`config.mk`:
```
export PLATFORM = sky130hd
export DESIGN_NAME = ttb_useq
export DESIGN_NICKNAME = d
export VERILOG_FILES = /design/src/rtl/core/ttb_pkg.sv /design/src/rtl/core/ttb_useq.sv
export SDC_FILE = /design/constraint.sdc
export NUM_CORES = 1
export LEC_CHECK = 0
export BUFFER_PORTS_ARGS = -buffer_cell sky130_fd_sc_hd__buf_2
export CORE_MARGIN = 1.5
export CORE_UTILIZATION = 48
export CTS_BUF_LIST = sky130_fd_sc_hd__clkbuf_4
export CTS_CLUSTER_SIZE = 24
export DETAILED_ROUTE_END_ITERATION = 10
export PLACE_DENSITY = 0.68
export SYNTH_ARGS = -nofsm -noshare
export SYNTH_HDL_FRONTEND = slang
export SYNTH_SLANG_ARGS = --single-unit
```
`constraint.sdc`:
```
create_clock -name aclk -period 4.12 [get_ports aclk]
set_clock_uncertainty 0.2 [all_clocks]
set_input_delay 0.412 -clock aclk [delete_from_list [all_inputs] [get_ports aclk]]
set_output_delay 0.412 -clock aclk [all_outputs]
set_load 0.01 [all_outputs]
```
`src/rtl/core/ttb_pkg.sv`:
```
// Shared types, constants and microprogram for the text terminal buffer.
package ttb_pkg;

    localparam int MAX_COLUMNS_DEF = 64;
    localparam int MAX_LINES_DEF   = 16;

    localparam logic [7:0] SPACE_CODE   = 8'h20;
    localparam logic [7:0] NEWLINE_CODE = 8'h0A;
    localparam logic [7:0] RETURN_CODE  = 8'h0D;

    localparam logic [1:0] CMD_PUT   = 2'd0;
    localparam logic [1:0] CMD_SET   = 2'd1;
    localparam logic [1:0] CMD_CLEAR = 2'd2;
    localparam logic [1:0] CMD_READ  = 2'd3;

    localparam logic [7:0] CFG_ACTIVE_COLUMNS = 8'd0;
    localparam logic [7:0] CFG_ACTIVE_LINES   = 8'd1;

    localparam int CFG_DATA_W = 7;
    localparam logic [6:0] ACTIVE_COLUMNS_RST = 7'd64;
    localparam logic [4:0] ACTIVE_LINES_RST   = 5'd16;

    typedef struct packed {
        logic [1:0] cmd;
        logic [7:0] char_code;
        logic [7:0] col;
        logic [7:0] row;
    } in_item_t;

    typedef struct packed {
        logic [7:0] cell_data;
        logic [5:0] cursor_col;
        logic [3:0] cursor_row;
        logic       changed;
        logic       scroll_pending;
    } out_item_t;

    // Datapath operations, one per microinstruction.
    typedef enum logic [3:0] {
        OP_NOP        = 4'd0,
        OP_ACCEPT     = 4'd1,
        OP_EMIT       = 4'd2,
        OP_IDX_ZERO   = 4'd3,
        OP_FILL       = 4'd4,
        OP_RD_SRC     = 4'd5,
        OP_WR_MOVE    = 4'd6,
        OP_WRITE_CHAR = 4'd7,
        OP_CTRL_MOVE  = 4'd8,
        OP_SET_CURSOR = 4'd9,
        OP_CLEAR_DONE = 4'd10,
        OP_RD_CELL    = 4'd11,
        OP_READ_DONE  = 4'd12
    } op_t;

    // Jump conditions; C_NEXT never jumps.
    typedef enum logic [3:0] {
        C_NEXT        = 4'd0,
        C_ALWAYS      = 4'd1,
        C_NO_ITEM     = 4'd2,
        C_CMD_PUT     = 4'd3,
        C_CMD_SET     = 4'd4,
        C_CMD_CLR     = 4'd5,
        C_CODE_NUL    = 4'd6,
        C_CODE_MOVE   = 4'd7,
        C_NO_PEND     = 4'd8,
        C_AT_MOVE_END = 4'd9,
        C_FILL_MORE   = 4'd10,
        C_BLANK_MORE  = 4'd11,
        C_OUT_BUSY    = 4'd12
    } cond_t;

    typedef struct packed {
        logic no_item;
        logic cmd_put;
        logic cmd_set;
        logic cmd_clr;
        logic code_nul;
        logic code_move;
        logic no_pend;
        logic at_move_end;
        logic fill_more;
        logic blank_more;
        logic out_busy;
    } flags_t;

    localparam int UPC_W = 5;

    typedef struct packed {
        op_t              op;
        cond_t            cond;
        logic [UPC_W-1:0] target;
    } uword_t;

    localparam logic [UPC_W-1:0] STEP_EMIT      = 5'd0;
    localparam logic [UPC_W-1:0] STEP_IDLE      = 5'd1;
    localparam logic [UPC_W-1:0] STEP_DISP_PUT  = 5'd2;
    localparam logic [UPC_W-1:0] STEP_DISP_SET  = 5'd3;
    localparam logic [UPC_W-1:0] STEP_DISP_CLR  = 5'd4;
    localparam logic [UPC_W-1:0] STEP_READ      = 5'd5;
    localparam logic [UPC_W-1:0] STEP_READ_DONE = 5'd6;
    localparam logic [UPC_W-1:0] STEP_SET       = 5'd7;
    localparam logic [UPC_W-1:0] STEP_CLR       = 5'd8;
    localparam logic [UPC_W-1:0] STEP_CLR_FILL  = 5'd9;
    localparam logic [UPC_W-1:0] STEP_CLR_DONE  = 5'd10;
    localparam logic [UPC_W-1:0] STEP_PUT       = 5'd11;
    localparam logic [UPC_W-1:0] STEP_PUT_CTRL  = 5'd12;
    localparam logic [UPC_W-1:0] STEP_PUT_PEND  = 5'd13;
    localparam logic [UPC_W-1:0] STEP_SCROLL    = 5'd14;
    localparam logic [UPC_W-1:0] STEP_MOVE_TEST = 5'd15;
    localparam logic [UPC_W-1:0] STEP_MOVE_RD   = 5'd16;
    localparam logic [UPC_W-1:0] STEP_MOVE_WR   = 5'd17;
    localparam logic [UPC_W-1:0] STEP_BLANK     = 5'd18;
    localparam logic [UPC_W-1:0] STEP_WRITE     = 5'd19;
    localparam logic [UPC_W-1:0] STEP_CTRL      = 5'd20;
    localparam logic [UPC_W-1:0] STEP_RESET     = 5'd21;
    localparam logic [UPC_W-1:0] STEP_RST_FILL  = 5'd22;
    localparam logic [UPC_W-1:0] STEP_RST_DONE  = 5'd23;

    // Microprogram ROM: jump to target when cond holds, else fall through.
    function automatic uword_t ucode_word(input logic [UPC_W-1:0] addr);
        uword_t w;
        case (addr)
            STEP_EMIT:      w = '{op: OP_EMIT,       cond: C_OUT_BUSY,    target: STEP_EMIT};
            STEP_IDLE:      w = '{op: OP_ACCEPT,     cond: C_NO_ITEM,     target: STEP_IDLE};
            STEP_DISP_PUT:  w = '{op: OP_NOP,        cond: C_CMD_PUT,     target: STEP_PUT};
            STEP_DISP_SET:  w = '{op: OP_NOP,        cond: C_CMD_SET,     target: STEP_SET};
            STEP_DISP_CLR:  w = '{op: OP_NOP,        cond: C_CMD_CLR,     target: STEP_CLR};
            STEP_READ:      w = '{op: OP_RD_CELL,    cond: C_NEXT,        target: STEP_EMIT};
            STEP_READ_DONE: w = '{op: OP_READ_DONE,  cond: C_ALWAYS,      target: STEP_EMIT};
            STEP_SET:       w = '{op: OP_SET_CURSOR, cond: C_ALWAYS,      target: STEP_EMIT};
            STEP_CLR:       w = '{op: OP_IDX_ZERO,   cond: C_NEXT,        target: STEP_EMIT};
            STEP_CLR_FILL:  w = '{op: OP_FILL,       cond: C_FILL_MORE,   target: STEP_CLR_FILL};
            STEP_CLR_DONE:  w = '{op: OP_CLEAR_DONE, cond: C_ALWAYS,      target: STEP_EMIT};
            STEP_PUT:       w = '{op: OP_NOP,        cond: C_CODE_NUL,    target: STEP_EMIT};
            STEP_PUT_CTRL:  w = '{op: OP_NOP,        cond: C_CODE_MOVE,   target: STEP_CTRL};
            STEP_PUT_PEND:  w = '{op: OP_NOP,        cond: C_NO_PEND,     target: STEP_WRITE};
            STEP_SCROLL:    w = '{op: OP_IDX_ZERO,   cond: C_NEXT,        target: STEP_EMIT};
            STEP_MOVE_TEST: w = '{op: OP_NOP,        cond: C_AT_MOVE_END, target: STEP_BLANK};
            STEP_MOVE_RD:   w = '{op: OP_RD_SRC,     cond: C_NEXT,        target: STEP_EMIT};
            STEP_MOVE_WR:   w = '{op: OP_WR_MOVE,    cond: C_ALWAYS,      target: STEP_MOVE_TEST};
            STEP_BLANK:     w = '{op: OP_FILL,       cond: C_BLANK_MORE,  target: STEP_BLANK};
            STEP_WRITE:     w = '{op: OP_WRITE_CHAR, cond: C_ALWAYS,      target: STEP_EMIT};
            STEP_CTRL:      w = '{op: OP_CTRL_MOVE,  cond: C_ALWAYS,      target: STEP_EMIT};
            STEP_RESET:     w = '{op: OP_IDX_ZERO,   cond: C_NEXT,        target: STEP_IDLE};
            STEP_RST_FILL:  w = '{op: OP_FILL,       cond: C_FILL_MORE,   target: STEP_RST_FILL};
            STEP_RST_DONE:  w = '{op: OP_NOP,        cond: C_ALWAYS,      target: STEP_IDLE};
            default:        w = '{op: OP_NOP,        cond: C_ALWAYS,      target: STEP_IDLE};
        endcase
        return w;
    endfunction

endpackage

```
`src/rtl/core/ttb_useq.sv`:
```
// Microprogram sequencer: step counter, control ROM and jump selection.
module ttb_useq
    import ttb_pkg::*;
(
    input  logic   aclk,
    input  logic   aresetn,
    input  flags_t flags,
    output op_t    op
);

    logic [UPC_W-1:0] upc_reg;
    logic [UPC_W-1:0] upc_next;
    uword_t           word;
    logic             take;

    assign word = ucode_word(upc_reg);
    assign op   = word.op;

    always_comb begin
        case (word.cond)
            C_NEXT:        take = 1'b0;
            C_ALWAYS:      take = 1'b1;
            C_NO_ITEM:     take = flags.no_item;
            C_CMD_PUT:     take = flags.cmd_put;
            C_CMD_SET:     take = flags.cmd_set;
            C_CMD_CLR:     take = flags.cmd_clr;
            C_CODE_NUL:    take = flags.code_nul;
            C_CODE_MOVE:   take = flags.code_move;
            C_NO_PEND:     take = flags.no_pend;
            C_AT_MOVE_END: take = flags.at_move_end;
            C_FILL_MORE:   take = flags.fill_more;
            C_BLANK_MORE:  take = flags.blank_more;
            C_OUT_BUSY:    take = flags.out_busy;
            default:       take = 1'b0;
        endcase
        upc_next = take ? word.target : upc_reg + 1'b1;
    end

    always_ff @(posedge aclk) begin
        if (!aresetn) begin
            upc_reg <= STEP_RESET;
        end else begin
            upc_reg <= upc_next;
        end
    end

endmodule

```
==> flow_summary.json <==
{
  "critPathKind": "reg -> reg",
  "fin_hold_ws_ps": 270.2,
  "tritoncts": "yes",
  "cp-start-kind": "flip-flop",
  "end_kind": "flip-flop",
  "regArea_sq_um": 360.3,
  "critPathArrivalTime_ps": 3530,
  "slowest_delay_ps": 500,
  "fin_tns_setup_ps": 0,
  "syn_area_sq_um": 1338,
  "drv_slew": 0,
  "grt.total_usage_pct": 19.81,
  "antenna_found_initial": 0,
  "drt_pre_antenna_iters": 4,
  "synth.distinct_cells": 45,
  "power.leakage_nw": 0.5862,
  "clk_latency_ps": 290,
  "viasPerCell": 6.132,
  "synth-seq-cells": 18,
  "syn-num-nets": 172,
  "yosysSeqAreaShare_pct": 26.94,
  "rsz0062_at_grt": "no",
  "grt_max_degree": 19,
  "synthCells": 151,
  "avgSynthCellArea_sq_um": 8.858,
  "drive_gt1_share_pct": 20.00,
  "h-tree-depth": 1,
  "grt_pass1_vias": 1083,
  "p_per_area_nw_per_um2": 879.0,
  "coreArea_sq_um": 2567,
  "gp_congestion": 0.8929,
  "num_io_pins": 17,
  "hold_buffers": 0,
  "vias": 1165,
  "cts_root_buf": "clkbuf_4",
  "irDropWorstVdd_v": 0.0005148,
  "die_h_um": 55.79,
  "drt_iter0_markers": 71,
  "hold_viol": 0,
  "timing.critical_path.slowest_stage_cell": "dfxtp_1",
  "clk_pin_slew_worst_paths_ps": 90,
  "period_minus_slack_ps": 3538,
  "final_antenna_net_count": 0,
  "cts_max_path_buffers": 2,
  "slew_headroom_pct": 54.28,
  "drv_cap": 0,
  "grt_pass1_wl_um": 4954,
  "async_flop_share_pct": 0,
  "io_buffers": 16,
  "synthFlopType": "dfxtp_1",
  "worstMarginPinSlew_ps": 681.3,
  "synth_warnings": 0,
  "crit_family": "compound AO/OA/AOI/OAI gates",
  "yosysTopAreaCellShare_pct": 26.94,
  "fillers": 246,
  "drc_errors": 0,
  "wl_per_cell_um": 15.23,
  "multi_input_comb_area_sq_um": 865.8,
  "setup_violations": 0,
  "synthTopCellsByArea": "dfxtp_1 (27%), mux2i_1 (9.0%), ha_1 (7.5%)",
  "initial_utilization_pct": 52.10,
  "crit_buf_inv": 1,
  "synth_common_cells": "dfxtp_1 (18), nand2_1 (18), mux2i_1 (12)",
  "clkSinkCount": 18,
  "cts_resized": 0,
  "min_period_over_period_pct": 85.88,
  "dp_hpwl_um": 2209,
  "cts_made_buffers": 3,
  "post_cts_buffers": 0,
  "largest_reg_flops": 13,
  "routed_wl_um": 2893,
  "synth-edff-count": 0,
  "hold_path.class": "reg -> reg",
  "clock.fmax_ghz": 0.2826,
  "crit_chain": "mux2i_1, o21ai_1, a311o_1, or2_1, mux2_2, inv_1, ha_1, and2_1, a21o_1, o32ai_1",
  "die_w_um": 55.79,
  "synthToLayoutAreaGrowth_pct": 5.332,
  "outcome": "finished clean",
  "crit_fanout": 10,
  "nNetsFinal": 183,
  "yosysTopAreaCell": "dfxtp_1",
  "rows": 18,
  "gr-total-overflow": 0,
  "cp.required_ps": 4110,
  "fin_util_pct": 54.87,
  "diodes": 0,
  "dieArea_sq_um": 3112
}
## worst paths after layout
path	from	to	slack, ps	cells past startpoint
min	word[1]	upc_reg[1]	270	2
min reg2reg	word[1]	upc_reg[1]	270	2
max	word[6]	word[9]	580	10
max reg2reg	word[6]	word[9]	580	10
## metrics by stage
stage	setup slack, ps	cells	total power (W)	instance area, sq um
floorplan	1077	151	0.001009	1338
global placement	709.5	187	0.001138	1386
detailed placement	618.4	187	0.001148	1386
CTS	581.8	190	0.001233	1409
global route	361.8	190	0.001339	1409
finish	581.9	190	0.001238	1409
## tightest hold or removal path, stage by stage, from the launching register on
cell     delay [ps]
dfxtp_1         310
nand2_1          60
mux2i_1          60
## cell families (layout without fill, tap and decap cells)
family          count (synthesis)  after routing  share of synthesized area (%)
simple gates                   50             50                          18.52
fa+ha+maj                       8              8                          7.484
buf+inv                        19             28                          8.326
compound gates                 31             31                          17.96
xor+xnor                        6              6                          3.929
mux                            19             19                          16.84
flops                          18             18                          26.94
## where the power goes
group          leakage, nW  switching (W)  internal (W)  total (W)
clock               0.0138      0.0000489     0.0000340  0.0000829
combinational        0.423       0.000492      0.000366   0.000858
sequential           0.149      0.0000473      0.000250   0.000297
total                0.586       0.000588      0.000650    0.00124
## cell usage in the layout (no fill, tap or decap), types with 2 or more instances in the layout
cell type,n
a22oi_1,2
nand3_1,10
o32ai_1,2
xnor2_1,5
mux2i_1,12
a21oi_1,2
inv_1,5
inv_2,2
nor2b_1,2
nand3b_1,3
a221oi_2,2
nor3_1,2
o22ai_1,2
nand2_1,18
clkbuf_4,3
ha_1,8
nor2_1,5
nand4_1,2
buf_2,16
a31oi_1,2
o21ai_1,3
mux2i_4,2
dfxtp_1,18
and2_1,2
nand2b_1,3
o211ai_1,6
mux2_2,4
## routing by layer
| layer | track usage [%] | vias up | share of wire, % | wire [um] |
|---|---|---|---|---|
| met4 | 7.666 | 0 | 1.9 | 56 |
| met2 | 34.18 | 57 | 47 | 1366 |
| met1 | 24.89 | 535 | 44 | 1270 |
| met5 | 0 | - | 0 | 0 |
| met3 | 2.558 | 7 | 6.9 | 200 |
| li1 | - | 566 | - | - |
## area by class of cell
cell class                 count  share of cell area, %
timing repair buffer          17                  6.217
multi-input combinational    114                  61.46
inverter                       8                  2.487
sequential                    18                  25.58
clock buffer                   3                  1.599
tap                           30                  2.664
Note: power is estimated with default switching activity, not from simulation.
